`src/rtl/drfp_pkg.sv`:
```
// shared types and constants for the display return frame parser
`default_nettype none

package drfp_pkg;

	localparam int FRAME_DEPTH = 64;
	localparam int TEXT_CAP    = 32;

	localparam int IDX_W     = $clog2(FRAME_DEPTH);
	localparam int FILL_W    = $clog2(FRAME_DEPTH + 1);
	localparam int TN_W      = $clog2(TEXT_CAP);
	localparam int CNT_W     = (FILL_W > TN_W) ? FILL_W : TN_W;
	localparam int RAM_AW    = IDX_W + 1;
	localparam int RAM_DEPTH = 2 * (1 << IDX_W);
	localparam int Q_DEPTH   = 2;

	localparam logic [7:0] BYTE_TERM  = 8'hFF;
	localparam logic [7:0] HDR_TOUCH  = 8'h65;
	localparam logic [7:0] HDR_PAGE   = 8'h66;
	localparam logic [7:0] HDR_NUMBER = 8'h71;
	localparam logic [7:0] HDR_STRING = 8'h70;

	localparam logic [2:0] KIND_PRESS   = 3'd0;
	localparam logic [2:0] KIND_RELEASE = 3'd1;
	localparam logic [2:0] KIND_PAGE    = 3'd2;
	localparam logic [2:0] KIND_NUMBER  = 3'd3;
	localparam logic [2:0] KIND_STRING  = 3'd4;
	localparam logic [2:0] KIND_ERROR   = 3'd5;

	// one decoded frame waiting for the back end
	typedef struct packed {
		logic [2:0]      kind;
		logic [7:0]      header;
		logic [7:0]      page;
		logic [7:0]      component;
		logic [31:0]     number;
		logic [TN_W-1:0] text_n;
		logic            bank;
	} desc_t;

	// back end hands a frame buffer back to the front end
	typedef struct packed {
		logic valid;
		logic bank;
	} release_t;

	typedef struct packed {
		logic [2:0]  kind;
		logic [7:0]  header;
		logic [7:0]  page;
		logic [7:0]  component;
		logic [31:0] number;
		logic [7:0]  text_char;
		logic        text_valid;
		logic        last;
	} result_t;

endpackage

`default_nettype wire

```
`src/rtl/drfp_ram.sv`:
```
// generic single write port ram with registered read
`default_nettype none

module drfp_ram #(
	parameter int WIDTH = 8,
	parameter int DEPTH = 128
) (
	input  wire logic                     clk,
	input  wire logic                     we,
	input  wire logic [$clog2(DEPTH)-1:0] waddr,
	input  wire logic [WIDTH-1:0]         wdata,
	input  wire logic                     re,
	input  wire logic [$clog2(DEPTH)-1:0] raddr,
	output logic      [WIDTH-1:0]         rdata
);

	logic [WIDTH-1:0] mem_q [DEPTH];

	always_ff @(posedge clk) begin
		if (we) begin
			mem_q[waddr] <= wdata;
		end
		if (re) begin
			rdata <= mem_q[raddr];
		end
	end

endmodule

`default_nettype wire

```
`src/rtl/drfp_front.sv`:
```
// front end: byte intake, frame buffering, terminator detection and header decode
`default_nettype none

module drfp_front import drfp_pkg::*; (
	input  wire logic              clk,
	input  wire logic              arst_n,
	input  wire logic              push,
	input  wire logic [7:0]        rx_byte,
	output logic                   full,
	output logic                   ram_we,
	output logic [RAM_AW-1:0]      ram_waddr,
	output logic [7:0]             ram_wdata,
	output logic                   q_push,
	output desc_t                  q_desc,
	input  wire logic              q_full,
	input  wire release_t          rel
);

	logic [FILL_W-1:0] fill_q;
	logic [1:0]        ff_run_q;
	logic              bank_q;
	logic [1:0]        busy_q;
	logic [7:0]        fld_q [5];

	logic              acc;
	logic              store;
	logic [FILL_W-1:0] fill_new;
	logic              term;
	logic [FILL_W-1:0] len;
	logic              emit;
	logic [CNT_W-1:0]  len_m1;
	logic [CNT_W-1:0]  n_sel;

	assign full  = q_full || busy_q[bank_q];
	assign acc   = push && !full;
	assign store = fill_q < FILL_W'(FRAME_DEPTH);
	assign fill_new = store ? fill_q + FILL_W'(1) : fill_q;
	assign term  = acc && (rx_byte == BYTE_TERM) && (ff_run_q == 2'd2);
	assign len   = fill_new - FILL_W'(3);

	assign ram_we    = acc && store;
	assign ram_waddr = {bank_q, IDX_W'(fill_q)};
	assign ram_wdata = rx_byte;

	assign len_m1 = CNT_W'(len) - CNT_W'(1);
	assign n_sel  = (len_m1 > CNT_W'(TEXT_CAP - 1)) ? CNT_W'(TEXT_CAP - 1) : len_m1;

	always_comb begin
		emit           = 1'b0;
		q_desc         = '0;
		q_desc.header  = fld_q[0];
		q_desc.bank    = bank_q;
		if (len != '0) begin
			unique case (fld_q[0])
				HDR_TOUCH: begin
					emit             = len >= FILL_W'(4);
					q_desc.kind      = (fld_q[3] != 8'd0) ? KIND_PRESS : KIND_RELEASE;
					q_desc.page      = fld_q[1];
					q_desc.component = fld_q[2];
				end
				HDR_PAGE: begin
					emit        = len >= FILL_W'(2);
					q_desc.kind = KIND_PAGE;
					q_desc.page = fld_q[1];
				end
				HDR_NUMBER: begin
					emit          = len >= FILL_W'(5);
					q_desc.kind   = KIND_NUMBER;
					q_desc.number = {fld_q[4], fld_q[3], fld_q[2], fld_q[1]};
				end
				HDR_STRING: begin
					emit          = 1'b1;
					q_desc.kind   = KIND_STRING;
					q_desc.text_n = TN_W'(n_sel);
				end
				default: begin
					emit        = 1'b1;
					q_desc.kind = KIND_ERROR;
				end
			endcase
		end
	end

	assign q_push = term && emit;

	always_ff @(posedge clk or negedge arst_n) begin
		if (!arst_n) begin
			fill_q   <= '0;
			ff_run_q <= '0;
			bank_q   <= 1'b0;
			busy_q   <= '0;
		end else begin
			if (rel.valid) begin
				busy_q[rel.bank] <= 1'b0;
			end
			if (acc) begin
				if (term) begin
					fill_q   <= '0;
					ff_run_q <= '0;
					bank_q   <= !bank_q;
					// string readout keeps this buffer until its last byte is out
					if (q_push && q_desc.kind == KIND_STRING && q_desc.text_n != '0) begin
						busy_q[bank_q] <= 1'b1;
					end
				end else begin
					fill_q   <= fill_new;
					ff_run_q <= (rx_byte == BYTE_TERM) ? ff_run_q + 2'd1 : 2'd0;
				end
			end
		end
	end

	// header and the first payload bytes are kept at hand for the decode
	always_ff @(posedge clk) begin
		if (acc && store) begin
			for (int k = 0; k < 5; k++) begin
				if (fill_q == FILL_W'(k)) begin
					fld_q[k] <= rx_byte;
				end
			end
		end
	end

endmodule

`default_nettype wire

```
`src/rtl/drfp_queue.sv`:
```
// short descriptor queue between front and back end
`default_nettype none

module drfp_queue import drfp_pkg::*; (
	input  wire logic  clk,
	input  wire logic  arst_n,
	input  wire logic  push,
	input  wire desc_t din,
	output logic       full,
	input  wire logic  pop,
	output desc_t      dout,
	output logic       empty
);

	localparam int PTR_W = $clog2(Q_DEPTH);
	localparam int CNT_QW = $clog2(Q_DEPTH + 1);

	desc_t             ent_q [Q_DEPTH];
	logic [PTR_W-1:0]  wr_q;
	logic [PTR_W-1:0]  rd_q;
	logic [CNT_QW-1:0] cnt_q;
	logic              do_push;
	logic              do_pop;

	assign full    = cnt_q == CNT_QW'(Q_DEPTH);
	assign empty   = cnt_q == '0;
	assign dout    = ent_q[rd_q];
	assign do_push = push && !full;
	assign do_pop  = pop && !empty;

	always_ff @(posedge clk or negedge arst_n) begin
		if (!arst_n) begin
			wr_q  <= '0;
			rd_q  <= '0;
			cnt_q <= '0;
		end else begin
			if (do_push) begin
				wr_q <= (wr_q == PTR_W'(Q_DEPTH - 1)) ? '0 : wr_q + PTR_W'(1);
			end
			if (do_pop) begin
				rd_q <= (rd_q == PTR_W'(Q_DEPTH - 1)) ? '0 : rd_q + PTR_W'(1);
			end
			if (do_push && !do_pop) begin
				cnt_q <= cnt_q + CNT_QW'(1);
			end else if (do_pop && !do_push) begin
				cnt_q <= cnt_q - CNT_QW'(1);
			end
		end
	end

	always_ff @(posedge clk) begin
		if (do_push) begin
			ent_q[wr_q] <= din;
		end
	end

endmodule

`default_nettype wire

```
`src/rtl/drfp_back.sv`:
```
// back end: turns descriptors into results, streams string bytes from the frame ram
`default_nettype none

module drfp_back import drfp_pkg::*; (
	input  wire logic         clk,
	input  wire logic         arst_n,
	input  wire logic         q_empty,
	input  wire desc_t        q_desc,
	output logic              q_pop,
	output logic              ram_re,
	output logic [RAM_AW-1:0] ram_raddr,
	input  wire logic [7:0]   ram_rdata,
	output release_t          rel,
	output logic              empty,
	input  wire logic         pop,
	output result_t           res
);

	localparam logic ST_IDLE = 1'b0;
	localparam logic ST_TEXT = 1'b1;

	logic            state_q;
	logic            state_d;
	logic [TN_W-1:0] idx_q;
	logic [TN_W-1:0] idx_d;
	logic            out_v_q;
	result_t         res_q;
	result_t         res_d;
	logic            load;
	logic            out_free;

	assign out_free = !out_v_q || pop;
	assign empty    = !out_v_q;
	assign res      = res_q;

	always_comb begin
		state_d   = state_q;
		idx_d     = idx_q;
		q_pop     = 1'b0;
		ram_re    = 1'b0;
		ram_raddr = {q_desc.bank, IDX_W'(idx_q)};
		load      = 1'b0;
		rel       = '0;
		res_d           = '0;
		res_d.kind      = q_desc.kind;
		res_d.header    = q_desc.header;
		res_d.page      = q_desc.page;
		res_d.component = q_desc.component;
		res_d.number    = q_desc.number;
		unique case (state_q)
			ST_IDLE: begin
				if (!q_empty) begin
					if (q_desc.text_n == '0) begin
						if (out_free) begin
							load       = 1'b1;
							res_d.last = 1'b1;
							q_pop      = 1'b1;
						end
					end else begin
						// text starts right after the header byte
						ram_re    = 1'b1;
						ram_raddr = {q_desc.bank, IDX_W'(1)};
						idx_d     = TN_W'(1);
						state_d   = ST_TEXT;
					end
				end
			end
			ST_TEXT: begin
				if (out_free) begin
					load             = 1'b1;
					res_d.text_char  = ram_rdata;
					res_d.text_valid = 1'b1;
					res_d.last       = idx_q == q_desc.text_n;
					if (idx_q == q_desc.text_n) begin
						q_pop     = 1'b1;
						rel.valid = 1'b1;
						rel.bank  = q_desc.bank;
						state_d   = ST_IDLE;
					end else begin
						idx_d     = idx_q + TN_W'(1);
						ram_re    = 1'b1;
						ram_raddr = {q_desc.bank, IDX_W'(idx_q + TN_W'(1))};
					end
				end
			end
			default: state_d = ST_IDLE;
		endcase
	end

	always_ff @(posedge clk or negedge arst_n) begin
		if (!arst_n) begin
			state_q <= ST_IDLE;
			idx_q   <= '0;
			out_v_q <= 1'b0;
		end else begin
			state_q <= state_d;
			idx_q   <= idx_d;
			if (load) begin
				out_v_q <= 1'b1;
			end else if (pop) begin
				out_v_q <= 1'b0;
			end
		end
	end

	always_ff @(posedge clk) begin
		if (load) begin
			res_q <= res_d;
		end
	end

endmodule

`default_nettype wire

```
`src/rtl/display_return_frame_parser.sv`:
```
// top level of the display return frame parser
`default_nettype none

// Serial return frames from a touch display come in one byte per transaction; a run of three
// 0xFF bytes ends a frame and its events appear on the result side as queue entries. The front
// end takes one byte per clock unless full and stores it in one of two frame buffers in the
// frame ram (two banks of FRAME_DEPTH bytes, no clearing pass after reset). Touch, page and
// number frames of full length and error frames give one result; a string frame gives one
// result per text byte (at most TEXT_CAP - 1, one if empty), read from the ram at one byte
// per clock while results are popped, once the first read is done. full rises while the
// two-entry event queue is full or the next frame's buffer is still being read out as text.
module display_return_frame_parser import drfp_pkg::*; (
	input  wire logic        clk,
	input  wire logic        arst_n,
	input  wire logic        push,
	output logic             full,
	input  wire logic [7:0]  rx_byte,
	output logic             empty,
	input  wire logic        pop,
	output logic [2:0]       event_kind,
	output logic [7:0]       header,
	output logic [7:0]       page,
	output logic [7:0]       component,
	output logic [31:0]      number,
	output logic [7:0]       text_char,
	output logic             text_valid,
	output logic             last
);

	logic              ram_we;
	logic [RAM_AW-1:0] ram_waddr;
	logic [7:0]        ram_wdata;
	logic              ram_re;
	logic [RAM_AW-1:0] ram_raddr;
	logic [7:0]        ram_rdata;
	logic              q_push;
	logic              q_full;
	logic              q_pop;
	logic              q_empty;
	desc_t             q_din;
	desc_t             q_dout;
	release_t          rel;
	result_t           res;

	drfp_front u_front (
		.clk       (clk),
		.arst_n    (arst_n),
		.push      (push),
		.rx_byte   (rx_byte),
		.full      (full),
		.ram_we    (ram_we),
		.ram_waddr (ram_waddr),
		.ram_wdata (ram_wdata),
		.q_push    (q_push),
		.q_desc    (q_din),
		.q_full    (q_full),
		.rel       (rel)
	);

	drfp_ram #(
		.WIDTH (8),
		.DEPTH (RAM_DEPTH)
	) u_ram (
		.clk   (clk),
		.we    (ram_we),
		.waddr (ram_waddr),
		.wdata (ram_wdata),
		.re    (ram_re),
		.raddr (ram_raddr),
		.rdata (ram_rdata)
	);

	drfp_queue u_queue (
		.clk    (clk),
		.arst_n (arst_n),
		.push   (q_push),
		.din    (q_din),
		.full   (q_full),
		.pop    (q_pop),
		.dout   (q_dout),
		.empty  (q_empty)
	);

	drfp_back u_back (
		.clk       (clk),
		.arst_n    (arst_n),
		.q_empty   (q_empty),
		.q_desc    (q_dout),
		.q_pop     (q_pop),
		.ram_re    (ram_re),
		.ram_raddr (ram_raddr),
		.ram_rdata (ram_rdata),
		.rel       (rel),
		.empty     (empty),
		.pop       (pop),
		.res       (res)
	);

	assign event_kind = res.kind;
	assign header     = res.header;
	assign page       = res.page;
	assign component  = res.component;
	assign number     = res.number;
	assign text_char  = res.text_char;
	assign text_valid = res.text_valid;
	assign last       = res.last;

	// a decoded frame is never offered to a full queue
	a_no_push_when_full: assert property (@(posedge clk) disable iff (!arst_n)
		!(q_push && q_full))
		else $error("descriptor pushed into full queue");

	// a buffer is handed back only as its string descriptor retires
	a_release_with_pop: assert property (@(posedge clk) disable iff (!arst_n)
		rel.valid |-> (q_pop && !q_empty))
		else $error("buffer released without retiring a descriptor");

	// the back end never consumes an empty queue
	a_pop_nonempty: assert property (@(posedge clk) disable iff (!arst_n)
		q_pop |-> !q_empty)
		else $error("pop from empty descriptor queue");

	// ram is never read and written at the same address in one cycle
	a_no_rw_clash: assert property (@(posedge clk) disable iff (!arst_n)
		(ram_we && ram_re) |-> (ram_waddr != ram_raddr))
		else $error("frame ram read of the buffer being filled");

endmodule

`default_nettype wire

```
`config.mk`:
```
export PLATFORM = sky130hd
export DESIGN_NAME = display_return_frame_parser
export DESIGN_NICKNAME = d
export VERILOG_FILES = /design/src/rtl/drfp_pkg.sv /design/src/rtl/drfp_ram.sv /design/src/rtl/drfp_front.sv /design/src/rtl/drfp_queue.sv /design/src/rtl/drfp_back.sv /design/src/rtl/display_return_frame_parser.sv
export SDC_FILE = /design/constraint.sdc
export NUM_CORES = 1
export LEC_CHECK = 0
export BUFFER_PORTS_ARGS = -buffer_cell sky130_fd_sc_hd__buf_2
export CAP_MARGIN = 10
export CORE_MARGIN = 2
export CORE_UTILIZATION = 45
export CTS_BUF_LIST = sky130_fd_sc_hd__clkbuf_4 sky130_fd_sc_hd__clkbuf_8 sky130_fd_sc_hd__clkbuf_16
export CTS_CLUSTER_DIAMETER = 30
export DETAILED_ROUTE_END_ITERATION = 12
export REMOVE_ABC_BUFFERS = 1
export SYNTH_ARGS = -nofsm -noshare
export SYNTH_HDL_FRONTEND = slang
export SYNTH_SLANG_ARGS = --single-unit
export TNS_END_PERCENT = 5
```
`constraint.sdc`:
```
create_clock -name clk -period 6.15 [get_ports clk]
set_clock_uncertainty 0.15 [all_clocks]
set_input_delay 0.3075 -clock clk [delete_from_list [all_inputs] [get_ports clk]]
set_output_delay 0.3075 -clock clk [all_outputs]
set_load 0.1 [all_outputs]
```
==> flow_summary_export.csv <==
group,metric,value,unit
status,outcome,"finished clean",
sta,period_needed,4.98,ns
sta,drv_slew,0,
clock_network,ctsResizeCount,0,
grt,first_global_vias,28300,
die,fp.dieArea,109000,µm²
sta,layout_worst_path_cycle_share,80.9,%
clock_network,cts_bufs_inserted,214,
finish,finish.cell_count_without_fillers,5086,
sta,setup-tns-final,0,ns
die,row_count,119,
clock_network,post-cts-setup-buffers,0,
worst_setup_path,startpoint_type,"flip-flop",
clock_network,holdBufCountCts,9,
detailed_routing,via_per_inst,5.73,
power_and_ir_drop,worst_ir_drop_vdd,0.261,mV
sta,rsz0062_at_grt,"false",
sta,setup_viol,0,
placed_design,dp.final_hpwl,73400,µm
synth,post_synthesis_share_of_cell_area_spent_on_xor_and_xnor_gates,0.588,%
placed_design,dpl_cell_area,49500,µm²
synth,synth_top_family_by_area,"simple AND/OR/NAND/NOR gates",
power_and_ir_drop,p_leak,19.6,nW
sta,timing.max_slew.rel_slack,12.1,%
synth,post_synth_fa_ha_maj_area_fraction,0.289,%
finish,post_layout_nets,3539,
detailed_routing,avgRoutedWirePerCell,24.9,µm
synth,synthMuxAreaShare,4.17,%
placed_design,gp_congestion,0.872,
worst_setup_path,timing.setup.critical_path_class,"reg -> reg",
clock_network,worst_setup_hold_path_clk_slew,0.05,ns
die,die-height,329,µm
synth,synth.cell_area,47700,µm²
synth,number_of_synthesized_register_bits,1196,
placed_design,place_worst_setup_slack,1.16,ns
worst_setup_path,worst_ep_arrival_time,5.31,ns
synth,synthesis.instances,3341,
grt,global_route.usage.total,23.4,%
detailed_routing,routed_wl,127000,µm
grt,pin_count_of_the_biggest_net_entering_global_routing,133,
power_and_ir_drop,power.density,392,nW/µm²
sta,worst-slew-pin-transition,1.31,ns
worst_setup_path,cp_max_fo,66,
worst_setup_path,critPathCaptureType,"flip-flop",
finish,layout.cell_area.non_filler,57100,µm²
synth,synthesis.area_per_instance,14.3,µm²
clock_network,tritoncts_num_sinks,1196,
detailed_routing,vias,29100,
die,starting_density_of_the_core,45.3,%
synth,synthesis.yosys.warnings,0,
grt,antenna_violations_before_repair,4,
synth,synth_compound_area_share,5.90,%
die,io-pin-count,83,
grt,overflow_after_grt,0,
synth,synth_sequential_area_ratio,75.1,%
die,die_x,329,µm
synth,synth_simple_gate_area_share,11.6,%
synth,synthDistinctLibCells,71,
sta,clock.fmax,201,MHz
sta,postLayoutSetupSlackWorst,1.17,ns
detailed_routing,final_antenna_net_count,0,
power_and_ir_drop,post-layout-total-power,22.4,mW
clock_network,cts.path.max_buffers,3,
clock_network,cts-root-buf,"sky130_fd_sc_hd__clkbuf_16",
grt,wire_length_of_the_first_global_routing_pass,187000,µm
synth,number_of_synthesized_flops_with_an_enable_pin,1173,
clock_network,cts_htree_levels,4,
clock_network,worstSkewPairLatency,0.77,ns
run,drv.max_cap_violation_count,0,
detailed_routing,pre_repair_dr_iteration_count,5,
sta,fin_worst_hold_slack,0.142,ns
die,placeableCoreArea,105000,µm²
finish,synthToLayoutAreaGrowth,19.7,%
detailed_routing,remaining_drc_errors,0,
sta,hold_violations,0,
worst_setup_path,worst_ep_required_time,6.48,ns
hold_path,holdCritPathClass,"in -> reg",
clock_network,cts_tree,"built",
finish,share_of_layout_cells_above_drive_strength_1,16.7,%
placed_design,dp.cells,4682,
synth,most_common_flop_cell_mapped_by_yosys,"sky130_fd_sc_hd__edfxtp_1",
synth,async_flop_share,1.92,%
placed_design,numPortBuffers,82,
detailed_routing,starting_drc_count_in_detailed_routing,3371,
finish,antennaDiodeCount,0,
finish,fin_util,54.3,%
layout make-up:
type                            count  area, µm²
Inverter                           24        103
Timing Repair Buffer              150       1100
Multi-Input combinational cell   1930      10900
Sequential cell                  1196      35800
Tap cell                         1391       1740
Fill cell                        8407      48000
Clock inverter                    159       1900
Clock buffer                      236       5560
critical path: stages, from the launching register on:
cell,delay [ns]
sky130_fd_sc_hd__dfrtp_1,0.35
sky130_fd_sc_hd__nand2b_1,0.20
sky130_fd_sc_hd__nand2_1,0.26
sky130_fd_sc_hd__clkinv_1,0.27
sky130_fd_sc_hd__a21oi_1,0.20
sky130_fd_sc_hd__a21o_2,0.18
sky130_fd_sc_hd__inv_2,0.15
sky130_fd_sc_hd__o21ai_4,0.38
sky130_fd_sc_hd__inv_6,0.30
sky130_fd_sc_hd__nor2_4,0.76
sky130_fd_sc_hd__buf_4,0.37
sky130_fd_sc_hd__nand3_1,0.12
sky130_fd_sc_hd__a31oi_1,0.28
sky130_fd_sc_hd__nor4_1,0.11
sky130_fd_sc_hd__a21oi_1,0.49
sky130_fd_sc_hd__a32oi_1,0.12
synth_stat cells (28+ instances only):
cell type | instances | area, µm²
sky130_fd_sc_hd__a31oi_1 | 61 | 382
sky130_fd_sc_hd__a22oi_1 | 28 | 210
sky130_fd_sc_hd__mux2i_1 | 130 | 1300
sky130_fd_sc_hd__o21ai_0 | 33 | 165
sky130_fd_sc_hd__clkbuf_1 | 74 | 278
sky130_fd_sc_hd__edfxtp_1 | 1173 | 35200
sky130_fd_sc_hd__a21oi_1 | 128 | 641
sky130_fd_sc_hd__buf_2 | 68 | 340
sky130_fd_sc_hd__a32oi_1 | 32 | 280
sky130_fd_sc_hd__nor2_1 | 198 | 743
sky130_fd_sc_hd__o221ai_1 | 28 | 245
sky130_fd_sc_hd__nand3_1 | 257 | 1290
sky130_fd_sc_hd__nand2_1 | 679 | 2550
sky130_fd_sc_hd__mux2_2 | 61 | 687
sky130_fd_sc_hd__and2_1 | 54 | 338
state kept, by name (all words and copies together), names as in the netlist:
signal	cells
u_ram.mem_q	926
u_queue.ent_q	130
u_back.res	69
u_front.fld_q	40
u_ram.rdata	8
u_front.fill_q	7
u_back.idx_q	5
u_front.busy_q	2
u_front.ff_run_q	2
u_queue.cnt_q	2
u_back.out_v_q	1
u_back.state_q	1
u_front.bank_q	1
u_queue.rd_q	1
u_queue.wr_q	1
report_power, final:
group          switching (mW)  internal, mW
Sequential             0.0903          9.10
Clock                    4.00          7.98
Combinational           0.878         0.307
Total                    4.97          17.4
placed cells by master (no fill, tap or decap), drive strengths merged, types with 7 or more instances in the layout:
cell type / netlist / layout
dfrtp: 23 / 23
a221o: 7 / 7
inv: 23 / 40
a41oi: 7 / 7
or4: 7 / 7
clkbuf: 74 / 236
xor2: 9 / 9
and3: 16 / 16
xnor2: 23 / 23
nand4: 11 / 11
o221ai: 28 / 28
dlygate4sd3: 0 / 8
edfxtp: 1173 / 1173
o211ai: 12 / 12
a32oi: 32 / 32
a21oi: 130 / 130
clkinvlp: 0 / 25
a221oi: 21 / 21
clkinv: 1 / 83
nor4: 16 / 16
ha: 11 / 11
and2: 55 / 55
nor3: 15 / 15
mux2i: 130 / 130
buf: 117 / 142
nand3: 257 / 257
o21ai: 56 / 56
a22oi: 30 / 30
mux2: 61 / 61
nand2: 679 / 679
a31oi: 61 / 61
nor2: 198 / 198
bufinv: 0 / 35
layer usage:
metal  part of all wire (%)  vias up  GRT usage, %
li1                       -    13000             -
met1                     41    14500          32.3
met2                     46     1403          36.5
met3                    8.7      251          4.69
met4                    3.6        4          9.52
met5                  0.021        -             0
final timing paths:
path	from	to	slack [ns]	cells past startpoint
max	u_back.out_v_q	u_ram.rdata[1]	1.17	15
min	rx_byte[0]	u_ram.mem_q[93][0]	0.14	2
max reg2reg	u_back.out_v_q	u_ram.rdata[1]	1.17	15
min reg2reg	u_front.fld_q[0][6]	u_queue.ent_q[0][60]	0.32	0
max in group asynchronous	arst_n	u_front.ff_run_q[0]	5.17	4
min in group asynchronous	arst_n	u_front.fill_q[0]	0.49	4
kinds of logic (layout without fill, tap and decap cells):
group	Yosys count	after routing
multiplexers	191	191
AND/OR/NAND/NOR	1278	1278
flip-flops	1196	1196
AO/OA/AOI/OAI	418	418
adder cells (fa/ha/maj)	11	11
XOR/XNOR	32	32
buffers and inverters	215	569
Note: power is estimated with default switching activity, not from simulation.
